===== src/hdl/tspbf_pkg.sv =====
// ----------------------------------------------------------------------------
// tspbf_pkg
// Shared types and constants for the brute-force tour search unit.
// ----------------------------------------------------------------------------
package tspbf_pkg;

	localparam int MaxNodes  = 8;
	localparam int NodeW     = 3;
	localparam int DistW     = 16;
	localparam int CostW     = 20;
	localparam int LvlW      = 4;
	localparam logic [CostW-1:0] CostMax = {CostW{1'b1}};
	localparam logic [3:0]       NodeCountReset = 4'd4;

	localparam logic CmdWrite = 1'b0;
	localparam logic CmdStart = 1'b1;

	typedef struct packed {
		logic             command;
		logic [2:0]       row;
		logic [2:0]       col;
		logic [DistW-1:0] distance;
	} in_beat_t;

	typedef struct packed {
		logic [2:0]       position;
		logic [2:0]       city;
		logic [CostW-1:0] tour_cost;
		logic             last;
	} out_beat_t;

	typedef struct packed {
		logic init;      // reset order, best cost
		logic swap;      // swap order[depth] and order[idx]
		logic sum_clr;   // start new tour sum
		logic sum_add;   // add edge(order[k], order[k+1 mod n])
		logic commit;    // compare sum with best
	} dp_cmd_t;

endpackage


===== src/hdl/tspbf_datapath.sv =====
// ----------------------------------------------------------------------------
// tspbf_datapath
// Distance memory, tour order, edge accumulator and best tour store.
// ----------------------------------------------------------------------------
module tspbf_datapath (
	input  logic                    clk,
	input  logic                    arst_n,
	input  logic                    wr_en,
	input  tspbf_pkg::in_beat_t     wr_beat,
	input  tspbf_pkg::dp_cmd_t      cmd,
	input  logic [2:0]              depth,
	input  logic [2:0]              idx,
	input  logic [2:0]              edge_k,
	input  logic [3:0]              n,
	input  logic [2:0]              rd_pos,
	output logic [2:0]              best_city,
	output logic [19:0]             best_cost
);
	import tspbf_pkg::*;

	logic [DistW-1:0] mem_q [64];
	logic [DistW-1:0] rd_data_q;
	logic [NodeW-1:0] order_q [MaxNodes];
	logic [NodeW-1:0] best_q  [MaxNodes];
	logic [CostW-1:0] best_cost_q;
	logic [CostW:0]   sum_q;
	logic [CostW:0]   acc;
	logic [NodeW-1:0] from_c, to_c;
	logic [2:0]       k_next;
	logic             add_d_q;

	assign k_next = (edge_k + 3'd1 == n[2:0] || {1'b0, edge_k} + 4'd1 == n) ? 3'd0
		: edge_k + 3'd1;
	assign from_c = order_q[edge_k];
	assign to_c   = order_q[k_next];

	always_ff @(posedge clk) begin
		if (wr_en) mem_q[{wr_beat.row, wr_beat.col}] <= wr_beat.distance;
		rd_data_q <= mem_q[{from_c, to_c}];
	end

	assign acc = sum_q + {{(CostW+1-DistW){1'b0}}, rd_data_q};

	always_ff @(posedge clk or negedge arst_n) begin
		if (!arst_n) begin
			for (int i = 0; i < MaxNodes; i++) begin
				order_q[i] <= NodeW'(i);
				best_q[i]  <= '0;
			end
			best_cost_q <= CostMax;
			sum_q       <= '0;
			add_d_q     <= 1'b0;
		end else begin
			add_d_q <= cmd.sum_add;
			if (cmd.init) begin
				for (int i = 0; i < MaxNodes; i++) order_q[i] <= NodeW'(i);
				best_cost_q <= CostMax;
			end
			if (cmd.swap) begin
				order_q[depth] <= order_q[idx];
				order_q[idx]   <= order_q[depth];
			end
			if (cmd.sum_clr) sum_q <= '0;
			else if (add_d_q) sum_q <= (acc > {1'b0, CostMax}) ? {1'b0, CostMax} : acc;
			if (cmd.commit && sum_q[CostW-1:0] < best_cost_q) begin
				best_cost_q <= sum_q[CostW-1:0];
				best_q      <= order_q;
			end
		end
	end

	assign best_city = best_q[rd_pos];
	assign best_cost = best_cost_q;

endmodule


===== src/hdl/tspbf_ctrl.sv =====
// ----------------------------------------------------------------------------
// tspbf_ctrl
// Sequencer: iterative swap recursion with a level counter stack.
// ----------------------------------------------------------------------------
module tspbf_ctrl (
	input  logic                  clk,
	input  logic                  arst_n,
	input  logic                  in_valid,
	input  tspbf_pkg::in_beat_t   in_beat,
	output logic                  in_stall,
	input  logic [3:0]            node_count,
	output logic                  out_valid,
	input  logic                  out_stall,
	output logic                  wr_en,
	output tspbf_pkg::dp_cmd_t    cmd,
	output logic [2:0]            depth,
	output logic [2:0]            idx,
	output logic [2:0]            edge_k,
	output logic [3:0]            n,
	output logic [2:0]            rd_pos,
	output logic                  last
);
	import tspbf_pkg::*;

	typedef enum logic [6:0] {
		S_IDLE  = 7'b0000001,
		S_ENTER = 7'b0000010,
		S_SUM   = 7'b0000100,
		S_DRAIN = 7'b0001000,
		S_UNDO  = 7'b0010000,
		S_NEXT  = 7'b0100000,
		S_EMIT  = 7'b1000000
	} state_t;

	state_t           state_q;
	logic [3:0]       n_q;
	logic [3:0]       depth_q;
	logic [LvlW-1:0]  lvl_q [MaxNodes];
	logic [2:0]       k_q;
	logic [1:0]       drain_q;
	logic [2:0]       pos_q;
	logic             accept;

	assign accept   = in_valid && !in_stall;
	assign in_stall = (state_q != S_IDLE);
	assign wr_en    = accept && in_beat.command == CmdWrite;
	assign depth    = depth_q[2:0];
	assign idx      = lvl_q[depth_q[2:0]][2:0];
	assign edge_k   = k_q;
	assign n        = n_q;
	assign rd_pos   = pos_q;
	assign out_valid = (state_q == S_EMIT);
	assign last     = ({1'b0, pos_q} + 4'd1 == n_q);

	always_comb begin
		cmd = '0;
		cmd.init    = accept && in_beat.command == CmdStart;
		cmd.swap    = (state_q == S_ENTER || state_q == S_UNDO) && depth_q < n_q &&
			lvl_q[depth_q[2:0]][2:0] != depth_q[2:0];
		cmd.sum_clr = (state_q == S_ENTER) && depth_q >= n_q;
		cmd.sum_add = (state_q == S_SUM);
		cmd.commit  = (state_q == S_DRAIN) && drain_q == 2'd0;
	end

	always_ff @(posedge clk or negedge arst_n) begin
		if (!arst_n) begin
			state_q <= S_IDLE;
			n_q     <= NodeCountReset;
			depth_q <= '0;
			k_q     <= '0;
			drain_q <= '0;
			pos_q   <= '0;
			for (int i = 0; i < MaxNodes; i++) lvl_q[i] <= '0;
		end else begin
			case (state_q)
				S_IDLE: begin
					if (accept && in_beat.command == CmdStart) begin
						n_q <= (node_count == 4'd0) ? 4'd1 :
							(node_count > 4'(MaxNodes)) ? 4'(MaxNodes) : node_count;
						depth_q  <= 4'd1;
						lvl_q[1] <= 4'd1;
						state_q  <= S_ENTER;
					end
				end
				S_ENTER: begin
					if (depth_q >= n_q) begin
						k_q     <= '0;
						state_q <= S_SUM;
					end else if (depth_q + 4'd1 < 4'(MaxNodes) + 4'd1) begin
						depth_q <= depth_q + 4'd1;
						if (depth_q + 4'd1 < 4'(MaxNodes))
							lvl_q[depth_q[2:0] + 3'd1] <= depth_q + 4'd1;
					end
				end
				S_SUM: begin
					if ({1'b0, k_q} + 4'd1 >= n_q) begin
						drain_q <= 2'd1;
						state_q <= S_DRAIN;
					end else k_q <= k_q + 3'd1;
				end
				S_DRAIN: begin
					if (drain_q == 2'd0) begin
						// single city: one tour, nothing to unwind
						if (depth_q == 4'd1) begin
							pos_q   <= '0;
							state_q <= S_EMIT;
						end else begin
							depth_q <= depth_q - 4'd1;
							state_q <= S_UNDO;
						end
					end else drain_q <= drain_q - 2'd1;
				end
				S_UNDO: begin
					state_q <= S_NEXT;
				end
				S_NEXT: begin
					if (lvl_q[depth_q[2:0]] + 4'd1 < n_q) begin
						lvl_q[depth_q[2:0]] <= lvl_q[depth_q[2:0]] + 4'd1;
						state_q <= S_ENTER;
					end else if (depth_q == 4'd1) begin
						pos_q   <= '0;
						state_q <= S_EMIT;
					end else begin
						depth_q <= depth_q - 4'd1;
						state_q <= S_UNDO;
					end
				end
				S_EMIT: begin
					if (!out_stall) begin
						if (last) state_q <= S_IDLE;
						else pos_q <= pos_q + 3'd1;
					end
				end
				default: state_q <= S_IDLE;
			endcase
		end
	end

endmodule


===== src/hdl/tsp_brute_force_search_unit.sv =====
// ----------------------------------------------------------------------------
// tsp_brute_force_search_unit
// Exhaustive shortest closed tour search over an asymmetric distance matrix.
// ----------------------------------------------------------------------------
// channel  dir  handshake          payload
// in       in   in_valid/in_stall  in_beat_t
// out      out  out_valid/out_stall out_beat_t
// cfg      in   cfg_we             cfg_data (node_count)
// A start walks (n-1)! tours, each an edge sum loop plus the recursion
// steps, then emits n beats. Reset clears control; the distance memory is
// undefined until written. Input is stalled for the whole search and
// emission.
// ----------------------------------------------------------------------------
module tsp_brute_force_search_unit (
	input  logic                  clk,
	input  logic                  arst_n,
	input  logic                  in_valid,
	output logic                  in_stall,
	input  tspbf_pkg::in_beat_t   in_beat,
	output logic                  out_valid,
	input  logic                  out_stall,
	output tspbf_pkg::out_beat_t  out_beat,
	input  logic                  cfg_we,
	input  logic [3:0]            cfg_data
);
	import tspbf_pkg::*;

	logic [3:0]  node_count_q;
	logic        wr_en, last;
	dp_cmd_t     cmd;
	logic [2:0]  depth, idx, edge_k, rd_pos, best_city;
	logic [3:0]  n;
	logic [19:0] best_cost;

	always_ff @(posedge clk or negedge arst_n) begin
		if (!arst_n) node_count_q <= NodeCountReset;
		else if (cfg_we) node_count_q <= cfg_data;
	end

	tspbf_ctrl u_ctrl (
		.clk, .arst_n, .in_valid, .in_beat, .in_stall,
		.node_count(node_count_q), .out_valid, .out_stall,
		.wr_en, .cmd, .depth, .idx, .edge_k, .n, .rd_pos, .last
	);

	tspbf_datapath u_dp (
		.clk, .arst_n, .wr_en, .wr_beat(in_beat), .cmd, .depth, .idx,
		.edge_k, .n, .rd_pos, .best_city, .best_cost
	);

	assign out_beat.position  = rd_pos;
	assign out_beat.city      = best_city;
	assign out_beat.tour_cost = best_cost;
	assign out_beat.last      = last;

	a_no_in_while_out: assert property (@(posedge clk) disable iff (!arst_n)
		out_valid |-> in_stall) else $error("input open during emission");
	a_out_hold: assert property (@(posedge clk) disable iff (!arst_n)
		out_valid && out_stall |=> out_valid && $stable(out_beat))
		else $error("stalled beat changed");
	a_wr_idle: assert property (@(posedge clk) disable iff (!arst_n)
		wr_en |-> !out_valid) else $error("write during search");

endmodule

===== config.mk =====
export PLATFORM = sky130hd
export DESIGN_NAME = tsp_brute_force_search_unit
export DESIGN_NICKNAME = d
export VERILOG_FILES = /design/src/hdl/tspbf_pkg.sv /design/src/hdl/tspbf_datapath.sv /design/src/hdl/tspbf_ctrl.sv /design/src/hdl/tsp_brute_force_search_unit.sv
export SDC_FILE = /design/constraint.sdc
export NUM_CORES = 2
export LEC_CHECK = 0
export BUFFER_PORTS_ARGS = -buffer_cell sky130_fd_sc_hd__buf_4
export CORE_UTILIZATION = 50
export CTS_BUF_LIST = sky130_fd_sc_hd__clkbuf_4
export CTS_CLUSTER_DIAMETER = 100
export CTS_CLUSTER_SIZE = 28
export DETAILED_ROUTE_END_ITERATION = 6
export PLACE_DENSITY_LB_ADDON = 0.2
export SYNTH_ARGS = -nofsm -noshare
export SYNTH_HDL_FRONTEND = slang
export SYNTH_HIERARCHICAL = 1
export SYNTH_SLANG_ARGS = --single-unit
export TNS_END_PERCENT = 5

===== constraint.sdc =====
create_clock -name clk -period 6.6 [get_ports clk]
set_clock_uncertainty 0.1 [all_clocks]
set_input_delay 0.99 -clock clk [delete_from_list [all_inputs] [get_ports clk]]
set_output_delay 0.99 -clock clk [all_outputs]
set_load 0.01 [all_outputs]

* Word-level counts from Yosys, hierarchy flattened
Memories as Yosys holds them, arrays and structs flattened. A register that Yosys moved wholly into a read port is not among the register bits.
Cells that the tools add are included.
** Storage, ports and cells
- Output and inout port bits :: 29
- Word-level logic and storage cells :: 206
- Bits in writable memories :: 1024
- Memories kept :: 1
- Bits in registers :: 149
- Input bits :: 32
** Cells by class
- Equal/unequal tests :: 27
- Bitwise operators :: 7
- Add/subtract/negate cells :: 10
- Reduce and logical (&&, ||, !) cells :: 32
- Muxes and demuxes :: 77
- Magnitude comparators :: 18
** Memory list
- u_dp.mem_q :: depth 64, bits a word 16, read ports 1, clocked after memory_dff 1, write ports 1, line tspbf_datapath.sv:21 : logic [DistW-1:0] mem_q [64];
** Operator list (number)
- 32-bit 2-to-1 mux :: 4
- 32-bit bitwise mux :: 2
- 21-bit 2-to-1 mux :: 3
- 3-bit 2-to-1 mux :: 20
- 7-bit 2-to-1 mux :: 8
- 7-bit case mux with 7 select lines :: 1
- 24-bit bitwise mux :: 2
- 24-bit 2-to-1 mux :: 2
- 4-bit 2-to-1 mux :: 12
- 24-bit case mux with 2 select lines :: 1
- 3-bit binary-select mux with 3-bit select :: 5
- 20-bit 2-to-1 mux :: 2
- 4-bit demux with 3-bit select :: 2
- 4-bit >= comparator (second input constant) :: 6
- 2-bit inequality test (second input constant) :: 12
- 3-bit NOT with 4-bit output :: 6
- 21-bit by 16-bit adder with 21-bit output :: 1
- 21-bit by 20-bit greater-than comparator with 1-bit output (second input constant) :: 1
- 20-bit less-than comparator :: 1
- 3-bit demux with 3-bit select :: 2
- 6-bit AND reduction :: 3
- 4-bit case mux with 4 select lines :: 1
- 4-bit binary-select mux with 3-bit select :: 1
- 4-bit by 1-bit less-than comparator with 1-bit output (second input constant) :: 3
- other kinds (41) :: 70

* Depth between registers and ports, before layout
- Depth in word-level cells :: 11
- Gate-level depth with buffers :: 16
- Mapped depth without buffers :: 14

* By module
The synthesis kept the hierarchy.
** Modules (own cells, without submodules)
- tspbf_datapath :: area each 46219.3 sq um, cells each 3583, sequential area each 33362.0 sq um, instances 1
- tspbf_ctrl :: area each 3838.7 sq um, cells each 426, sequential area each 1378.8 sq um, instances 1
- tsp_brute_force_search_unit :: area each 153.9 sq um, cells each 9, sequential area each 101.3 sq um, instances 1

* Worst setup path after synthesis
Ideal clock, no wire load.
- Path type :: flip-flop to flip-flop
- Start point :: register u_ctrl.depth_q[2]
- End point :: register u_ctrl/lvl_q[21] (netlist name)
- Cell stages (with the launch flop) :: 17
- Required time :: 6.375 ns
- Slack :: 2.606 ns
- Library setup time :: 0.125 ns
- Arrival :: 3.769 ns
- Path buffers :: 2
- Period minus slack after synthesis :: 3.994 ns
- Cells stage by stage :: dfrtp_1 -> buf_2 -> buf_2 -> mux2i_1 -> o21ai_0 -> a211oi_1 -> inv_1 -> ha_1 -> xnor2_1 -> inv_1 -> ha_1 -> o21a_1 -> o21a_1 -> o22ai_2 -> a21o_2 -> nand2_2 -> mux2_4
** On the way
- Elaborated cells between the ends (all ways) :: 34
- Those cells by class :: add/sub (3); order compare (8); eq/ne (4); mux (14); bitwise (2); reduce/logical (3)
** RTL lines
- start: declaration :: line tspbf_ctrl.sv:37 : logic [3:0] depth_q;
- start signal: assignment :: line tspbf_ctrl.sv:90 : depth_q <= depth_q + 4'd1;
- start signal: assignment :: line tspbf_ctrl.sv:108 : depth_q <= depth_q - 4'd1;
- start signal: assignment :: line tspbf_ctrl.sv:124 : depth_q <= depth_q - 4'd1;
- 3-bit NOT with 4-bit output (*)
- 4-bit binary-select mux with 3-bit select (*)
- 4-bit 2-to-1 mux (not written as such) (*) (2 in series) :: line tspbf_ctrl.sv:117, tspbf_ctrl.sv:118
- net idx[1] :: line tsp_brute_force_search_unit.sv:31 : logic [2:0] depth, idx, edge_k, rd_pos, best_city;
- 4-bit by 1-bit adder with 4-bit output (*) :: line tspbf_ctrl.sv:117, tspbf_ctrl.sv:118
- 4-bit less-than comparator or 32-bit bitwise mux (tied branches) :: line tspbf_ctrl.sv:117, tspbf_ctrl.sv:118
- 2-bit by 1-bit inequality test with 1-bit output (no line) or 32-bit 2-to-1 mux (tied branches)
- 5-bit AND reduction (no line) or 24-bit case mux with 2 select lines (tied branches)
- end signal: indexed assignment :: line tspbf_ctrl.sv:92 : lvl_q[depth_q[2:0] + 3'd1] <= depth_q + 4'd1;
- end signal: indexed assignment :: line tspbf_ctrl.sv:118 : lvl_q[depth_q[2:0]] <= lvl_q[depth_q[2:0]] + 4'd1;
- end: declaration :: line tspbf_ctrl.sv:38 : logic [LvlW-1:0] lvl_q [MaxNodes];
Mark *: on every way through the listed nets, which the timed path passes. The rest lies on a longest branch. The select of a mux whose other input is x is not followed.
A chain may end at the register's enable or synchronous reset.

* Worst setup path in the final report
- Start point :: register u_ctrl.k_q[0], in the netlist u_ctrl/edge_k[0]
- End point :: register u_dp.rd_data_q[3], read port of u_dp.mem_q
** On the way
- Word-level cells in the longest chain between the ends :: 8
- Elaborated cells between the ends (all ways) :: 14
- Those cells by class :: add/sub (2); eq/ne (2); mux (7); bitwise (2); reduce/logical (1)
** RTL lines
- start: declaration :: line tspbf_ctrl.sv:39 : logic [2:0] k_q;
- start signal: assignment :: line tspbf_ctrl.sv:99 : end else k_q <= k_q + 3'd1;
- 3-bit by 1-bit adder with 4-bit output or 3-bit by 1-bit adder with 3-bit output (tied branches) :: line tspbf_datapath.sv:32, tspbf_datapath.sv:33
- 4-bit == test or 3-bit == test (tied branches) :: line tspbf_datapath.sv:32 : assign k_next = (edge_k + 3'd1 == n[2:0] || {1'b0, edge_k} + 4'd1 == n) ? 3'd0
- 1-bit logical OR :: line tspbf_datapath.sv:32
- 3-bit 2-to-1 mux :: line tspbf_datapath.sv:32
- 3-bit NOT with 4-bit output (not written as such) :: line tspbf_datapath.sv:35 : assign to_c = order_q[k_next];
- 3-bit binary-select mux with 3-bit select :: line tspbf_datapath.sv:35
- 3-bit 2-to-1 mux (not written as such) (2 in series) :: line tspbf_datapath.sv:35
- end: declaration :: line tspbf_datapath.sv:22 : logic [DistW-1:0] rd_data_q;
Parallel ways exist; a longest one is shown, timed or not. The select of a mux whose other input is x is not followed.

==> impl_metrics.toml <==
[grt]
grt_pass1_wl_mm = 208
gr-total-overflow = 0
grt_pass1_vias = 30585
grt_antenna_before_repair = 5
grt_max_degree = 120
track_usage = 0.276

[final_layout]
nets = 4101
syn2layout_area_growth_pct = 6.00
final_common_cell = "nand2_1"
fillCellCount = 8322
design_area_mm2 = 0.0532
drive_above_1_share = 0.106
final_cell_mix = "nand2_1 (1,032), edfxtp_1 (1,024), nand3_1 (405), buf_4 (164), nor2_1 (121)"
instances_no_fill = 5351

[setup_path]
crit_top_cell = "buf_4"
worst_setup_path_end_kind = "flop"
critPathKind = "reg -> reg"
cp_slowest_cell = "dfrtp_1"
crit_path_start_kind = "flop"
required_ns = 7.48
cp_max_fo = 42
critical_path.max_stage_delay_ns = 0.95
path_cells = "ha_1, xnor2_1, a31oi_4, mux2_2, a32o_1, or2_1, nor2_8, buf_4, buf_4, a32oi_1, a31oi_1, o21ai_0, a221o_1"
crit_arrival_ns = 6.29

[timing]
hold_violations = 0
finalCriticalPeriod_ns = 5.41
fmax_mhz = 185
fin_setup_tns_ns = 0
setup_violations = 0
worst_slew_margin_rel = 0.182
rsz0062_at_grt = "no"
fin_crit_sh = 0.819
tightest_slew_ns = 1.22
drv_slew = 0

[detailed_routing]
antenna_left = 1
drt_iter0_markers = 3646
wl_per_cell_um = 26.5
vias_per_cell = 6.21
vias = 33227
drcViolationCount = 1
drt-pass1-iter-count = 7
routed_wl_mm = 142

[synthesis]
yosysSeqAreaShare = 0.694
synth_cells = 4018
synth_nets = 4105
synthTopCellsByArea = "edfxtp_1 (61%), nand2_1 (7.7%), dfrtp_1 (5.7%), nand3_1 (4.0%), dfstp_2 (1.8%)"
synth_edf_count = 1024
ys_seq_elements = 1189
syn_avg_cell_area_um2 = 12.5
yosysTopAreaCell = "edfxtp_1"
yosys_warnings = 6
netlist.area_leader.share = 0.612
async_flop_share = 0.125
syn_area_mm2 = 0.0502
ys.flop_type = "edfxtp_1"
ys_types = 94

[place]
placed_area_mm2 = 0.0524
io_buffers = 60
placed_cells = 5245
dpl.hpwl_mm = 87.8
gp_congestion = 0.918

[clocking]
clkTransAtPathRegs_ns = 0.29
cts_buffer_depth = 3
cts_tree = "done"
numCtsBuffers = 49
clk_latency_ns = 1.09
cts_max_level = 2
cts_sinks = 1189
cts.repair.resized = 0
root_buffer = "clkbuf_4"

[pwr]
total_power_mw = 24.8
clockPowerShare = 0.114
powerDensity_mw_per_mm2 = 465
power_frac_comb = 0.519
intPower_mw = 13.0
p_leak_nw = 18.6
swShare = 0.473
p_seq_frac = 0.367
p_switching_mw = 11.7
peakVddDrop_v = 0.000567

[run]
cap_viol_max_count = 0

[floorplan]
rows = 115
fp.dieH_um = 319
initial_core_util = 0.507
fp.coreArea_mm2 = 0.0990
dieArea_mm2 = 0.102
io_pins = 61
die_x_um = 319

[hold_path]
hold_class = "in -> reg"

[run_status]
violations = "antenna rules, DRC"
status = "complete, but fails checks"
[critical path, delay by kind of cell (launching register included)]
family / cells / cell delay, ns
flip-flops: 1 / 0.95
AND/OR/NAND/NOR: 2 / 0.55
buffers and inverters: 2 / 0.93
adder cells (fa/ha/maj): 1 / 0.40
AO/OA/AOI/OAI: 6 / 1.77
multiplexers: 1 / 0.38
XOR/XNOR: 1 / 0.21
[metal layers]
metal / global-route usage / vias to the layer above / part of all wire / wire [µm]
met4: 0.0954 / 8 / 0.038 / 5360
met3: 0.0349 / 229 / 0.088 / 12500
met5: 0 / - / 0.00039 / 55
met1: 0.396 / 16657 / 0.41 / 58300
met2: 0.436 / 1570 / 0.46 / 65500
li1: - / 14763 / - / -
[stage by stage]
| step | hold slack [ns] | util | worst slack (ns) |
|---|---|---|---|
| floorplan | 0.349 | - | 2.61 |
| global placement | 0.362 | 0.529 | 1.28 |
| detailed placement | 0.375 | 0.529 | 1.22 |
| CTS | 0.00115 | 0.537 | 1.17 |
| global route | 0.0446 | 0.537 | 0.808 |
| finish | 0.0974 | 0.538 | 1.19 |
[layout make-up]
class	instances	area (µm²)	area share
timing repair buffer	182	1530	0.0288
antenna	10	25.0	0.000470
multi-input combinational	2534	14200	0.268
sequential	1189	34800	0.655
inverter	58	218	0.00409
clock buffer	86	646	0.0121
tap	1287	1610	0.0303
clock inverter	5	108	0.00202
[kinds of logic after synthesis]
logic type,after synthesis,share of synthesized area
compound gates,489,0.0704
buf+inv,295,0.0247
mux,119,0.0283
fa+ha+maj,55,0.0139
simple gates,1831,0.161
flops,1189,0.694
xor+xnor,40,0.00755
[state kept, by name, indices dropped and copies added (netlist names)]
name and flops:
node_count_q 4, u_ctrl/depth_q 4, u_ctrl/drain_q 2, u_ctrl/edge_k 3
u_ctrl/lvl_q 32, u_ctrl/n 4, u_ctrl/rd_pos 3, u_ctrl/state_q 7
u_dp/add_d_q 1, u_dp/best_cost 20, u_dp/best_q 24, u_dp/mem_q 1024
u_dp/order_q 24, u_dp/rd_data_q 16, u_dp/sum_q 21
[path summary, 6_finish.rpt]
check,start,endpoint,slack [ns],depth (start not counted)
worst max-delay path,u_ctrl/edge_k[0],u_dp/rd_data_q[3],1.19,13
max in group asynchronous,arst_n,u_dp/sum_q[17],4.54,3
worst min register to register,u_ctrl/drain_q[1],u_ctrl/drain_q[1],0.42,1
min in group asynchronous,arst_n,u_dp/best_q[7],0.43,2
worst min-delay path,cfg_we,node_count_q[0],0.1,2
worst max register to register,u_ctrl/edge_k[0],u_dp/rd_data_q[3],1.19,13
[power groups by stage]
stage	clock [mW]	combinational [mW]	sequential, mW
global placement	0	12.6	9.23
floorplan	0	8.23	8.93
finish	2.82	12.9	9.08
global route	3.10	13.8	9.12
CTS	2.87	12.7	9.07
detailed placement	0	12.7	9.23
[cells in the mapped netlist (26+ instances only)]
master,n
a21oi_1,51
a31oi_1,91
a32oi_1,31
and3_1,26
buf_2,63
clkbuf_1,139
dfrtp_1,114
dfstp_2,35
edfxtp_1,1024
ha_1,54
inv_1,56
mux2_2,40
mux2i_1,64
nand2_1,1032
nand3_1,405
nand4_1,94
nor2_1,141
nor3_1,32
o21ai_0,59
o22ai_1,41
[what timing repair did]
| item | 4_1_cts | 5_1_grt |
|---|---|---|
| hold buffers | 5 | 0 |
| setup endpoints to repair | 0 | 0 |
| hold endpoints to repair | 74 | 0 |
| setup buffers | 0 | 0 |
Power figures use the tool's default switching activity.
